`src/hw/rtl/ansi_escape_stripper_unit_macros.svh`:
```
// Assertion helpers shared by the stripper RTL.
// Each expects clk and rst_n in the enclosing module.
`ifndef ANSI_ESCAPE_STRIPPER_UNIT_MACROS_SVH
`define ANSI_ESCAPE_STRIPPER_UNIT_MACROS_SVH

// Same-cycle implication, disabled in reset.
`define AES_CHECK_NOW(lbl, ante, cons, msg) \
    lbl: assert property (@(posedge clk) disable iff (!rst_n) (ante) |-> (cons)) \
        else $error(msg);

// Next-cycle implication, disabled in reset.
`define AES_CHECK_NEXT(lbl, ante, cons, msg) \
    lbl: assert property (@(posedge clk) disable iff (!rst_n) (ante) |=> (cons)) \
        else $error(msg);

`endif

```
`src/hw/rtl/aes_pkg.sv`:
```
`default_nettype none

package aes_pkg;

    // Default bound on CSI parameter bytes scanned for the repeat count
    localparam int unsigned MAX_PARAM_BYTES = 32;

    // Repeat count saturation and field width
    localparam int unsigned MAX_REPEAT = 1024;
    localparam int unsigned REPEAT_W   = 11;
    localparam int unsigned CHAR_W     = 8;

    // Input beat: one raw terminal byte
    typedef struct packed {
        logic [CHAR_W-1:0] in_byte;
        logic              call_start;
    } in_beat_t;

    // Output beat: one character and how many times to emit it
    typedef struct packed {
        logic [CHAR_W-1:0]   out_char;
        logic [REPEAT_W-1:0] repeat_count;
    } out_beat_t;

    // Result handed from the parser to the output buffer
    typedef struct packed {
        logic      valid;
        out_beat_t beat;
    } res_t;

endpackage

`default_nettype wire

```
`src/hw/rtl/aes_parser.sv`:
```
`default_nettype none
`include "ansi_escape_stripper_unit_macros.svh"

module aes_parser
    import aes_pkg::*;
#(
    parameter int unsigned P_MAX_PARAM_BYTES = MAX_PARAM_BYTES
)
(
    input  wire logic     clk,
    input  wire logic     rst_n,
    input  wire logic     fire,
    input  wire in_beat_t beat,
    output res_t          res
);

    localparam int unsigned CNT_W  = $clog2(P_MAX_PARAM_BYTES + 1);
    localparam int unsigned PROD_W = REPEAT_W + 4;

    localparam logic [CHAR_W-1:0] CH_TAB    = 8'h09;
    localparam logic [CHAR_W-1:0] CH_LF     = 8'h0A;
    localparam logic [CHAR_W-1:0] CH_CR     = 8'h0D;
    localparam logic [CHAR_W-1:0] CH_BEL    = 8'h07;
    localparam logic [CHAR_W-1:0] CH_ESC    = 8'h1B;
    localparam logic [CHAR_W-1:0] CH_SPACE  = 8'h20;
    localparam logic [CHAR_W-1:0] CH_PLUS   = 8'h2B;
    localparam logic [CHAR_W-1:0] CH_MINUS  = 8'h2D;
    localparam logic [CHAR_W-1:0] CH_ZERO   = 8'h30;
    localparam logic [CHAR_W-1:0] CH_NINE   = 8'h39;
    localparam logic [CHAR_W-1:0] CH_LBRACK = 8'h5B;
    localparam logic [CHAR_W-1:0] CH_RBRACK = 8'h5D;
    localparam logic [CHAR_W-1:0] CH_BSLASH = 8'h5C;
    localparam logic [CHAR_W-1:0] FINAL_LO  = 8'h40;
    localparam logic [CHAR_W-1:0] FINAL_HI  = 8'h7E;
    localparam logic [CHAR_W-1:0] FIN_CUF   = 8'h43;
    localparam logic [CHAR_W-1:0] FIN_HPR   = 8'h61;
    localparam logic [CHAR_W-1:0] FIN_CUP   = 8'h48;
    localparam logic [CHAR_W-1:0] FIN_HVP   = 8'h66;
    localparam logic [CHAR_W-1:0] FIN_CUU   = 8'h41;
    localparam logic [CHAR_W-1:0] FIN_ED    = 8'h4A;

    typedef enum logic [5:0] {
        ST_NORMAL  = 6'b000001,
        ST_CR      = 6'b000010,
        ST_ESC     = 6'b000100,
        ST_CSI     = 6'b001000,
        ST_OSC     = 6'b010000,
        ST_OSC_ESC = 6'b100000
    } pstate_t;

    typedef enum logic [3:0] {
        PH_WS     = 4'b0001,
        PH_SIGN   = 4'b0010,
        PH_DIGITS = 4'b0100,
        PH_DONE   = 4'b1000
    } phase_t;

    pstate_t             state_reg,   state_next;
    phase_t              phase_reg,   phase_next;
    logic [CNT_W-1:0]    cnt_reg,     cnt_next;
    logic [REPEAT_W-1:0] val_reg,     val_next;
    logic                neg_reg,     neg_next;
    logic                emitted_reg, emitted_next;
    logic                lnl_reg,     lnl_next;

    logic [CHAR_W-1:0]   c;
    logic                emitted_eff;
    logic                lnl_eff;
    pstate_t             norm_state;
    logic                norm_emit;
    logic                is_ws;
    logic                is_sign;
    logic                is_digit;
    logic                is_final;
    logic [PROD_W-1:0]   val_ext;
    logic [PROD_W-1:0]   prod;
    logic [REPEAT_W-1:0] val_sat;
    logic [REPEAT_W-1:0] rep_n;
    logic                emit;
    logic [CHAR_W-1:0]   emit_char;
    logic [REPEAT_W-1:0] emit_cnt;

    // Classify the byte and prepare the digit accumulation
    always_comb
    begin
        c           = beat.in_byte;
        emitted_eff = emitted_reg & ~beat.call_start;
        lnl_eff     = lnl_reg & ~beat.call_start;

        if (c == CH_ESC)
        begin
            norm_state = ST_ESC;
        end
        else if (c == CH_CR)
        begin
            norm_state = ST_CR;
        end
        else
        begin
            norm_state = ST_NORMAL;
        end
        norm_emit = (c >= CH_SPACE) || (c == CH_LF) || (c == CH_TAB);

        is_ws    = (c == CH_SPACE) || ((c >= CH_TAB) && (c <= CH_CR));
        is_sign  = (c == CH_PLUS) || (c == CH_MINUS);
        is_digit = (c >= CH_ZERO) && (c <= CH_NINE);
        is_final = (c >= FINAL_LO) && (c <= FINAL_HI);

        // value * 10 + digit, saturated
        val_ext = PROD_W'(val_reg);
        prod    = (val_ext << 3) + (val_ext << 1) + PROD_W'(c[3:0]);
        if (prod > PROD_W'(MAX_REPEAT))
        begin
            val_sat = REPEAT_W'(MAX_REPEAT);
        end
        else
        begin
            val_sat = prod[REPEAT_W-1:0];
        end

        // Zero, negative or missing number gives a count of one
        if (((phase_reg == PH_DIGITS) || (phase_reg == PH_DONE)) && !neg_reg
            && (val_reg != '0))
        begin
            rep_n = val_reg;
        end
        else
        begin
            rep_n = REPEAT_W'(1);
        end
    end

    // Advance the parser for one byte
    always_comb
    begin
        state_next = state_reg;
        phase_next = phase_reg;
        cnt_next   = cnt_reg;
        val_next   = val_reg;
        neg_next   = neg_reg;
        emit       = 1'b0;
        emit_char  = c;
        emit_cnt   = REPEAT_W'(1);

        case (state_reg)
            ST_ESC:
            begin
                if (c == CH_LBRACK)
                begin
                    state_next = ST_CSI;
                    phase_next = PH_WS;
                    cnt_next   = '0;
                    val_next   = '0;
                    neg_next   = 1'b0;
                end
                else if (c == CH_RBRACK)
                begin
                    state_next = ST_OSC;
                end
                else
                begin
                    state_next = ST_NORMAL;
                end
            end
            ST_CSI:
            begin
                if (!is_final)
                begin
                    // Parameter byte: scan as a decimal number up to the byte limit
                    if (cnt_reg < CNT_W'(P_MAX_PARAM_BYTES))
                    begin
                        cnt_next = cnt_reg + CNT_W'(1);
                        if ((phase_reg == PH_WS) && is_ws)
                        begin
                            phase_next = PH_WS;
                        end
                        else if ((phase_reg == PH_WS) && is_sign)
                        begin
                            neg_next   = (c == CH_MINUS);
                            phase_next = PH_SIGN;
                        end
                        else if (phase_reg == PH_DONE)
                        begin
                            phase_next = PH_DONE;
                        end
                        else if (!is_digit)
                        begin
                            phase_next = PH_DONE;
                        end
                        else
                        begin
                            phase_next = PH_DIGITS;
                            val_next   = val_sat;
                        end
                    end
                end
                else
                begin
                    // Final byte: close the sequence and clear the number
                    state_next = ST_NORMAL;
                    phase_next = PH_WS;
                    cnt_next   = '0;
                    val_next   = '0;
                    neg_next   = 1'b0;
                    if ((c == FIN_CUF) || (c == FIN_HPR))
                    begin
                        emit      = 1'b1;
                        emit_char = CH_SPACE;
                        emit_cnt  = rep_n;
                    end
                    else if ((c == FIN_CUP) || (c == FIN_HVP) || (c == FIN_CUU)
                             || (c == FIN_ED))
                    begin
                        emit      = emitted_eff && !lnl_eff;
                        emit_char = CH_LF;
                    end
                end
            end
            ST_OSC:
            begin
                if (c == CH_BEL)
                begin
                    state_next = ST_NORMAL;
                end
                else if (c == CH_ESC)
                begin
                    state_next = ST_OSC_ESC;
                end
            end
            ST_OSC_ESC:
            begin
                state_next = (c == CH_BSLASH) ? ST_NORMAL : ST_OSC;
            end
            default:
            begin
                // Normal and after CR: a CR LF pair yields the LF here as a plain LF
                state_next = norm_state;
                emit       = norm_emit;
            end
        endcase

        if (emit)
        begin
            emitted_next = 1'b1;
            lnl_next     = (emit_char == CH_LF);
        end
        else
        begin
            emitted_next = emitted_eff;
            lnl_next     = lnl_eff;
        end
    end

    // Hold state between beats, update on each accepted beat
    always_ff @(posedge clk or negedge rst_n)
    begin
        if (!rst_n)
        begin
            state_reg   <= ST_NORMAL;
            phase_reg   <= PH_WS;
            cnt_reg     <= '0;
            val_reg     <= '0;
            neg_reg     <= 1'b0;
            emitted_reg <= 1'b0;
            lnl_reg     <= 1'b0;
        end
        else if (fire)
        begin
            state_reg   <= state_next;
            phase_reg   <= phase_next;
            cnt_reg     <= cnt_next;
            val_reg     <= val_next;
            neg_reg     <= neg_next;
            emitted_reg <= emitted_next;
            lnl_reg     <= lnl_next;
        end
    end

    assign res.valid             = fire & emit;
    assign res.beat.out_char     = emit_char;
    assign res.beat.repeat_count = emit_cnt;

    `AES_CHECK_NOW(a_count_nonzero, res.valid, res.beat.repeat_count != '0, "zero repeat count")
    `AES_CHECK_NOW(a_repeat_is_space, res.valid && (res.beat.repeat_count != REPEAT_W'(1)), res.beat.out_char == CH_SPACE, "repeat on non-space")
    `AES_CHECK_NOW(a_param_bound, 1'b1, cnt_reg <= CNT_W'(P_MAX_PARAM_BYTES), "param count overrun")
    `AES_CHECK_NOW(a_newline_implies_content, lnl_reg, emitted_reg, "newline flag without content")

endmodule

`default_nettype wire

```
`src/hw/rtl/aes_out_buf.sv`:
```
`default_nettype none
`include "ansi_escape_stripper_unit_macros.svh"

module aes_out_buf
    import aes_pkg::*;
(
    input  wire logic clk,
    input  wire logic rst_n,
    input  wire res_t res,
    output logic      full,
    output logic      valid,
    input  wire logic stall,
    output out_beat_t data
);

    logic      out_valid_reg;
    logic      skid_valid_reg;
    out_beat_t out_reg;
    out_beat_t skid_reg;
    logic      pop;

    assign pop = out_valid_reg && !stall;

    // Track occupancy of output and skid stages
    always_ff @(posedge clk or negedge rst_n)
    begin
        if (!rst_n)
        begin
            out_valid_reg  <= 1'b0;
            skid_valid_reg <= 1'b0;
        end
        else if (skid_valid_reg)
        begin
            if (pop)
            begin
                skid_valid_reg <= 1'b0;
            end
        end
        else if (res.valid)
        begin
            if (out_valid_reg && !pop)
            begin
                skid_valid_reg <= 1'b1;
            end
            out_valid_reg <= 1'b1;
        end
        else if (pop)
        begin
            out_valid_reg <= 1'b0;
        end
    end

    // Move payload: skid drains first, otherwise new result lands in the free stage
    always_ff @(posedge clk)
    begin
        if (skid_valid_reg)
        begin
            if (pop)
            begin
                out_reg <= skid_reg;
            end
        end
        else if (res.valid)
        begin
            if (out_valid_reg && !pop)
            begin
                skid_reg <= res.beat;
            end
            else
            begin
                out_reg <= res.beat;
            end
        end
    end

    assign full  = skid_valid_reg;
    assign valid = out_valid_reg;
    assign data  = out_reg;

    `AES_CHECK_NOW(a_skid_behind_out, skid_valid_reg, out_valid_reg, "skid filled with output empty")
    `AES_CHECK_NOW(a_no_result_when_full, skid_valid_reg, !res.valid, "result while skid full")
    `AES_CHECK_NEXT(a_skid_drains_to_out, skid_valid_reg && !stall, out_valid_reg && !skid_valid_reg, "skid did not drain")

endmodule

`default_nettype wire

```
`src/hw/rtl/ansi_escape_stripper_unit.sv`:
```
// ANSI escape stripper: cleans a terminal byte stream.
// Input channel byte_*: one raw byte per beat plus call_start, which marks the
// first byte of a new chunk and clears line-content tracking.
// Output channel char_*: zero or one beat per input byte, a character and a
// repeat count (a space with count for cursor-forward CSI, otherwise 1).
// A result is registered into the output register when its beat is accepted,
// or into the skid stage while a stall holds it. Throughput: one input byte per
// cycle while byte_stall is low; the parser state is a single register stage
// updated by short logic on every accepted beat. Bytes that yield no result
// (escapes, OSC strings, control bytes) are consumed at the same rate.
// Stall: the output register plus a one-entry skid stage absorb a stalled
// receiver; byte_stall rises only once the skid stage holds a result, and
// drops in the cycle after the receiver takes a beat.
// Reset: asynchronous, active low; the parser returns to normal text, the
// number scanner clears, and both output stages empty. No clearing pass.
`default_nettype none

module ansi_escape_stripper_unit
    import aes_pkg::*;
#(
    parameter int unsigned P_MAX_PARAM_BYTES = MAX_PARAM_BYTES
)
(
    input  wire logic      clk,
    input  wire logic      rst_n,
    input  wire logic      byte_valid,
    output logic           byte_stall,
    input  wire in_beat_t  byte_data,
    output logic           char_valid,
    input  wire logic      char_stall,
    output out_beat_t      char_data
);

    logic fire;
    logic full;
    res_t res;

    // Accept a byte whenever the skid stage is free
    assign byte_stall = full;
    assign fire       = byte_valid && !full;

    aes_parser #(
        .P_MAX_PARAM_BYTES(P_MAX_PARAM_BYTES)
    ) u_parser (
        .clk  (clk),
        .rst_n(rst_n),
        .fire (fire),
        .beat (byte_data),
        .res  (res)
    );

    aes_out_buf u_out_buf (
        .clk  (clk),
        .rst_n(rst_n),
        .res  (res),
        .full (full),
        .valid(char_valid),
        .stall(char_stall),
        .data (char_data)
    );

endmodule

`default_nettype wire

```
`config.mk`:
```
export PLATFORM = sky130hd
export DESIGN_NAME = ansi_escape_stripper_unit
export DESIGN_NICKNAME = d
export VERILOG_FILES = /design/src/hw/rtl/aes_pkg.sv /design/src/hw/rtl/aes_parser.sv /design/src/hw/rtl/aes_out_buf.sv /design/src/hw/rtl/ansi_escape_stripper_unit.sv
export VERILOG_INCLUDE_DIRS = /design/src /design/src/hw/rtl
export SDC_FILE = /design/constraint.sdc
export NUM_CORES = 1
export LEC_CHECK = 0
export ABC_AREA = 1
export BUFFER_PORTS_ARGS = -buffer_cell sky130_fd_sc_hd__buf_2
export CAP_MARGIN = 10
export CORE_MARGIN = 2
export CORE_UTILIZATION = 55
export DETAILED_ROUTE_END_ITERATION = 10
export GPL_ROUTABILITY_DRIVEN = 1
export HOLD_SLACK_MARGIN = 0.02
export PLACE_DENSITY = 0.77
export SYNTH_ARGS = -nofsm -noshare
export SYNTH_HDL_FRONTEND = slang
export SYNTH_SLANG_ARGS = --single-unit
export TNS_END_PERCENT = 20
```
`constraint.sdc`:
```
create_clock -name clk -period 2.9 [get_ports clk]
set_clock_uncertainty 0.2 [all_clocks]
set_input_delay 0.435 -clock clk [delete_from_list [all_inputs] [get_ports clk]]
set_output_delay 0.435 -clock clk [all_outputs]
set_load 0.005 [all_outputs]
```
== Yosys cells after proc, flatten, opt, wreduce, memory -nomap -nowiden ==
Cells that the tools add are included.

* Memories: 0
* Memory bits (writable): 0
* Input bits: 13
* Bits in read-only memories: 0
* Register bits after elaboration: 70
* Output and inout port bits: 21
* Logic and storage cells: 163
* Latch bits: 0

* $mul: 0
* Bitwise operators: 5
* Add/subtract/negate cells: 3
* Equality and inequality tests: 36
* Divide/modulo/power cells: 0
* Order comparisons: 9
* Muxes and demuxes: 60
* Shift-type cells: 0
* Reductions and logical operators: 37

{| class="wikitable"
|+ Operators by type and width
! operator !! count
|-
| $mux W11 || 12
|-
| $mux W19 || 4
|-
| $eq A8 B7 Y1 const B || 9
|-
| $mux W6 || 7
|-
| $eq A8 B4 Y1 const B || 4
|-
| $mux W8 || 4
|-
| $mux W4 || 7
|-
| $eq A8 B6 Y1 const B || 3
|-
| $pmux W6 S4 || 1
|-
| $pmux W11 S2 || 1
|-
| $ge A8 B6 Y1 const B || 2
|-
| $mux W1 || 16
|-
| $add A14 B12 Y15 || 1
|-
| $add A15 B4 Y15 || 1
|-
| $gt A15 B11 Y1 const B || 1
|-
| $ne A3 B1 Y1 const B || 4
|-
| $pmux W6 S2 || 1
|-
| $logic_and A1 B1 Y1 || 11
|-
| $reduce_bool A11 Y1 || 1
|-
| $mux W5 || 2
|-
| $logic_or A1 B1 Y1 || 9
|-
| $ne A3 B2 Y1 const B || 3
|-
| $reduce_and A3 Y1 || 3
|-
| $eq A8 B3 Y1 const B || 1
|-
| other kinds (30) || 42
|}

== Depth between registers and ports, before layout ==
* Word-level depth: 11
* Mapped depth: 17
* Depth with buffers taken out: 17

== Modules after synthesis ==
Synthesis repeated with hierarchy kept, for this count alone.

* Cell total of the unflattened synthesis: 594
* Area total of the unflattened synthesis: 4550.6 um^2

{| class="wikitable"
|+ By module, submodules not included
! module !! sequential area each (um^2) !! cells each !! instances !! area an instance (um^2)
|-
| aes_parser || 753.2 || 471 || 1 || 3006.6
|-
| aes_out_buf || 1191.1 || 121 || 1 || 1534.0
|-
| ansi_escape_stripper_unit || 0.0 || 2 || 1 || 10.0
|}

== Worst setup path after synthesis ==
No wires, ideal clock.

* Kind: reg2reg
* Start: reg u_parser.state_reg[0]
* End: reg u_out_buf.out_reg (netlist bit u_out_buf.data[0]) (enable)
* Slack: 0.001 ns
* Data arrival time: 2.304 ns
* Cell stages (with the launch flop): 13
* Path buffers: 0
* Data required time: 2.305 ns
* Library setup time: 0.395 ns
* Clock period less this slack: 2.899 ns
* Cell sequence: dfstp_2 -> nor2_2 -> nand4_1 -> nand2_1 -> inv_1 -> nand3_1 -> nand2_1 -> inv_1 -> nand2_1 -> nand3b_1 -> o21ai_1 -> inv_1 -> nor2_1

* Longest elaborated chain between the ends: 6
* Elaborated cells on any way between the ends: 9
* Classes of those cells: eq/ne (4); mux (1); bitwise (1); reduce/logical (3)

{| class="wikitable"
|+ Ends and longest elaborated chain
! element !! line !! text
|-
| start: declaration || aes_parser.sv:58 || <nowiki>pstate_t state_reg, state_next;</nowiki>
|-
| start signal: assignment || aes_parser.sv:269 || <nowiki>state_reg <= state_next;</nowiki>
|-
| $eq A6 B3 Y1 (tied with other cells) || aes_parser.sv:145 || <nowiki>case (state_reg)</nowiki>
|-
| $reduce_or A3 Y1 (no line) || n/a ||
|-
| $pmux W1 S2 (*) || aes_parser.sv:145 ||
|-
| $and A1 B1 Y1 (*) || aes_parser.sv:279 || <nowiki>assign res.valid = fire & emit;</nowiki>
|-
| $reduce_bool A2 Y1 (no line) (*) || n/a ||
|-
| $reduce_and A3 Y1 (no line) (*) || n/a ||
|-
| end signal: assignment || aes_out_buf.sv:60 || <nowiki>out_reg <= skid_reg;</nowiki>
|-
| end signal: assignment || aes_out_buf.sv:71 || <nowiki>out_reg <= res.beat;</nowiki>
|-
| end: declaration || aes_out_buf.sv:18 || <nowiki>out_beat_t out_reg;</nowiki>
|}

Mark *: on every way between the ends. The rest lies on a longest branch, timed or not.
A chain may end at the register's enable or synchronous reset.

== Worst setup path in the final report ==
* Start: reg u_parser.val_reg[1]
* End: reg u_parser.val_reg[0]

* Longest elaborated chain between the ends: 11

{| class="wikitable"
|+ Ends and longest elaborated chain
! element !! line !! text
|-
| start: declaration || aes_parser.sv:61 || <nowiki>logic [REPEAT_W-1:0] val_reg, val_next;</nowiki>
|-
| start signal: assignment || aes_parser.sv:272 || <nowiki>val_reg <= val_next;</nowiki>
|-
| $add A14 B12 Y15 || aes_parser.sv:111 || <nowiki>prod = (val_ext << 3) + (val_ext << 1) + PROD_W'(c[3:0]);</nowiki>
|-
| $add A15 B4 Y15 || aes_parser.sv:111 ||
|-
| $gt A15 B11 Y1 || aes_parser.sv:112 || <nowiki>if (prod > PROD_W'(MAX_REPEAT))</nowiki>
|-
| $mux W11 || aes_parser.sv:112 ||
|-
| $mux W11 || aes_parser.sv:186 || <nowiki>else if (!is_digit)</nowiki>
|-
| $mux W11 || aes_parser.sv:182 || <nowiki>else if (phase_reg == PH_DONE)</nowiki>
|-
| $mux W11 || aes_parser.sv:177 || <nowiki>else if ((phase_reg == PH_WS) && is_sign)</nowiki>
|-
| $mux W11 || aes_parser.sv:173 || <nowiki>if ((phase_reg == PH_WS) && is_ws)</nowiki>
|-
| $mux W11 || aes_parser.sv:170 || <nowiki>if (cnt_reg < CNT_W'(P_MAX_PARAM_BYTES))</nowiki>
|-
| $mux W11 || aes_parser.sv:167 || <nowiki>if (!is_final)</nowiki>
|-
| $pmux W11 S2 || aes_parser.sv:145 ||
|}

No other way between the ends. The select of a mux whose other input is x is not followed.

==> impl_metrics.yaml <==
cells_and_area:
  stdcell_count: 721
  seqCellArea_mm2: 0.001944
  antenna_cells: 0
  area_growth_pct: 16.19
  nets: 651
  final_util_pct: 65.66
  fillers: 653
  multi_input_area_mm2: 0.002141
  drive_gt1_share_pct: 18.26
timing:
  max_freq_mhz: 356.1
  timing.final.crit_share_pct: 96.83
  setup_viol: 0
  tightest_slew_ns: 0.7558
  rsz0062_at_grt: "yes"
  period_needed_ns: 2.808
  slew_headroom_pct: 49.61
  finalHoldViolCount: 0
  drv_slew: 0
global_route:
  grt.total_usage_pct: 23.63
  antenna_found_initial: 0
  grt_pass1_wl_mm: 16.13
  grt_overflow: 0
  grt_use_met2_pct: 39.49
  grt_use_met3_pct: 4.835
  grt_pass1_vias: 3591
  use_met1_pct: 30.70
  top_usage_layer: "met2"
  grt_max_degree: 33
cts:
  cts_tree: "yes"
  path_clk_slew_ns: 0.07
  clk_path_buf_depth: 2
  h-tree-depth: 3
  numCtsBuffers: 9
  clk_latency_ns: 0.34
  cts.sinks: 70
  root_buffer: "clkbuf_8"
placed_design:
  place_hpwl_mm: 7.262
  dp_cells: 699
  portBuffers: 33
  finalWeightedCongestion: 0.9514
floorplan:
  die_y_um: 93.11
  row_count: 32
  dieArea_mm2: 0.008669
  die_w_um: 93.11
  pin_count: 34
  core-area_mm2: 0.007727
  initial_core_util_pct: 56.51
routing:
  wl_mm: 9.779
  routed_via_density: 5.323
  num_vias: 3838
  drt-initial-drc-count: 259
  drt_pre_antenna_iters: 5
  wl_per_cell_um: 13.56
  remaining_drc_errors: 0
  antenna_left: 0
synthesis:
  syn_inst: 556
  netlist_area_mm2: 0.004367
  synth_seq_cells: 70
  synth-seq-area-share_pct: 44.53
  synth_warnings: 0
  synthFlopType: "edfxtp_1"
  synth.distinct_cells: 38
  synth_edf_count: 38
  syn_area_per_cell_um2: 7.854
  synthArstFlopShare_pct: 45.71
  synth_nets: 593
pwr:
  power_density_mw_per_mm2: 931.3
  intPower_mw: 2.712
  power_frac_seq_pct: 30.8
  switching_share_pct: 42.61
  ir_drop_mv: 0.4791
  p_leak_nw: 2.442
  clkPwrFrac_pct: 16.5
  combPwrFrac_pct: 52.7
  p_total_mw: 4.725
  p_switching_mw: 2.014
job:
  drv_cap: 0
worst_setup_path:
  crit_chain: "ha_1, ha_2, inv_2, fa_2, inv_1, nand3_2, nand2_2, nand2_1, nand2_1, nand3_1, nor2_1, nand3_1, nand2_2, nand4_4, o21bai_1"
  reg2reg_depth: 15
  r2r-start: "u_parser.val_reg[1]$_DFFE_PN0P_"
  start_kind: "flip-flop"
  endpoint_kind: "flip-flop"
  cp_slowest_cell: "dfrtp_1"
  crit_type: "flip-flop to flip-flop"
  critical_path_required_ns: 2.97
  crit_path_max_incr_delay_ns: 0.41
  startpoint: "u_parser.val_reg[1]$_DFFE_PN0P_"
  crit_fanout: 5
  arrival_ns: 2.87
  r2r_end: "u_parser.val_reg[0]$_DFFE_PN0P_"
  r2r_slack_ns: 0.09
min_path:
  hp-class: "input pin to flip-flop"
  hold_depth: 1
  hold_start: "byte_data[8]"
  hold-path-endpoint: "u_out_buf.skid_reg[18]$_DFFE_PP_"
run_status:
  status: "finished, final reports clean"
## power groups by stage
| stage | Combinational (mW) | Sequential, mW | Clock (mW) |
|---|---|---|---|
| after floorplan | 1.52 | 1.48 | 0 |
| final | 2.49 | 1.46 | 0.778 |
| after CTS | 2.29 | 1.46 | 0.796 |
| after global routing | 2.82 | 1.48 | 0.838 |
| after detailed placement | 2.24 | 1.48 | 0 |
| after global placement | 2.21 | 1.47 | 0 |
## synth_stat cells (2+ instances only)
master / n / area, µm²
a21oi_1: 13 / 65.06
a31oi_1: 5 / 31.28
buf_2: 3 / 15.01
clkbuf_1: 6 / 22.52
dfrtp_1: 30 / 750.7
dfstp_2: 2 / 52.55
edfxtp_1: 38 / 1141
fa_1: 2 / 40.04
ha_1: 22 / 275.3
inv_1: 78 / 292.8
inv_2: 5 / 18.77
nand2_1: 123 / 461.7
nand2_2: 4 / 25.02
nand3_1: 29 / 145.1
nand3b_1: 4 / 30.03
nand4_1: 19 / 118.9
nand4_4: 2 / 42.54
nor2_1: 97 / 364.1
nor2_2: 7 / 43.79
nor3_1: 11 / 55.05
nor4_1: 2 / 12.51
o21ai_0: 18 / 90.09
o21ai_1: 8 / 40.04
o21bai_1: 12 / 90.09
o31ai_1: 3 / 22.52
## stage by stage
step	area [µm²]	TNS (ns)	hold slack (ns)	setup WS [ns]
global placement	4758	-1.073	0.2790	-0.1087
detailed placement	4758	-1.354	0.2933	-0.1450
finish	5074	0	0.1073	0.09186
floorplan	4367	0	-0.06059	0.0008731
CTS	4974	0	0.09261	0.05494
global route	5074	-0.1858	0.08833	-0.06659
## cells in the final DEF (no fill, tap or decap), types with 2 or more instances in the layout
cell type,instances
nand4_1,19
nand3b_1,4
nor2_2,9
inv_1,75
ha_2,2
ha_1,19
a31oi_1,5
nand3_1,27
clkbuf_8,9
nand2_2,7
nor2_1,93
nor4_1,2
buf_2,33
a21oi_1,13
o21bai_1,12
nor2_4,2
nand2_1,120
edfxtp_1,38
dfrtp_1,30
inv_2,8
nand3_2,2
nor3_1,11
buf_4,21
o21ai_1,8
clkinv_4,2
o21ai_0,18
dfstp_2,2
o31ai_1,3
nand4_4,3
## cell type report
type,count,area share [%]
Multi-Input combinational cell,394,42.19
Clock inverter,7,1.430
Clock buffer,9,2.441
Sequential cell,70,38.32
Tap cell,102,2.515
Inverter,83,6.141
Timing Repair Buffer,56,6.954
## worst max-delay path by stage
stage / to / slack, ns / cells past startpoint
6_report: u_parser.val_reg[0]$_DFFE_PN0P_ / 0.09 / 15
5_1_grt: u_parser.val_reg[0]$_DFFE_PN0P_ / -0.07 / 12
4_1_cts: u_parser.val_reg[0]$_DFFE_PN0P_ / 0.05 / 14
3_5_place_dp: u_parser.val_reg[2]$_DFFE_PN0P_ / -0.14 / 15
3_3_place_gp: u_parser.val_reg[0]$_DFFE_PN0P_ / -0.11 / 16
2_1_floorplan: u_out_buf.data[0]$_DFFE_PP_ / 0.0009 / 12
## critical path: cells and delay by family, from the launching register on
kind	cells	cell delay [ns]
flops	1	0.41
simple gates	9	0.90
compound gates	1	0.19
fa+ha+maj	3	0.88
buf+inv	2	0.15
## what timing repair did
action / 4_1_cts / 5_1_grt
endpoints found under the hold margin: 30 / 0
buffers inserted: 0 / 4
hold buffers: 1 / 0
pin swaps: 0 / 15
gates cloned: 0 / 1
resized for setup: 1 / 18
setup endpoints to repair: 1 / 15
## routing by layer
| metal | routed length [µm] | vias to the layer above |
|---|---|---|
| met5 | 0 | - |
| met3 | 422 | 10 |
| li1 | - | 1952 |
| met2 | 4870 | 113 |
| met4 | 80 | 0 |
| met1 | 4405 | 1763 |
## logic make-up (layout without fill, tap and decap cells)
kind of cell / after synthesis / count (layout) / synth area share [%]
flops: 70 / 70 / 44.53
fa+ha+maj: 24 / 24 / 7.221
xor+xnor: 1 / 1 / 0.2006
compound gates: 63 / 63 / 8.539
buf+inv: 93 / 155 / 8.252
simple gates: 305 / 306 / 31.26
Note: power is estimated with default switching activity, not from simulation.
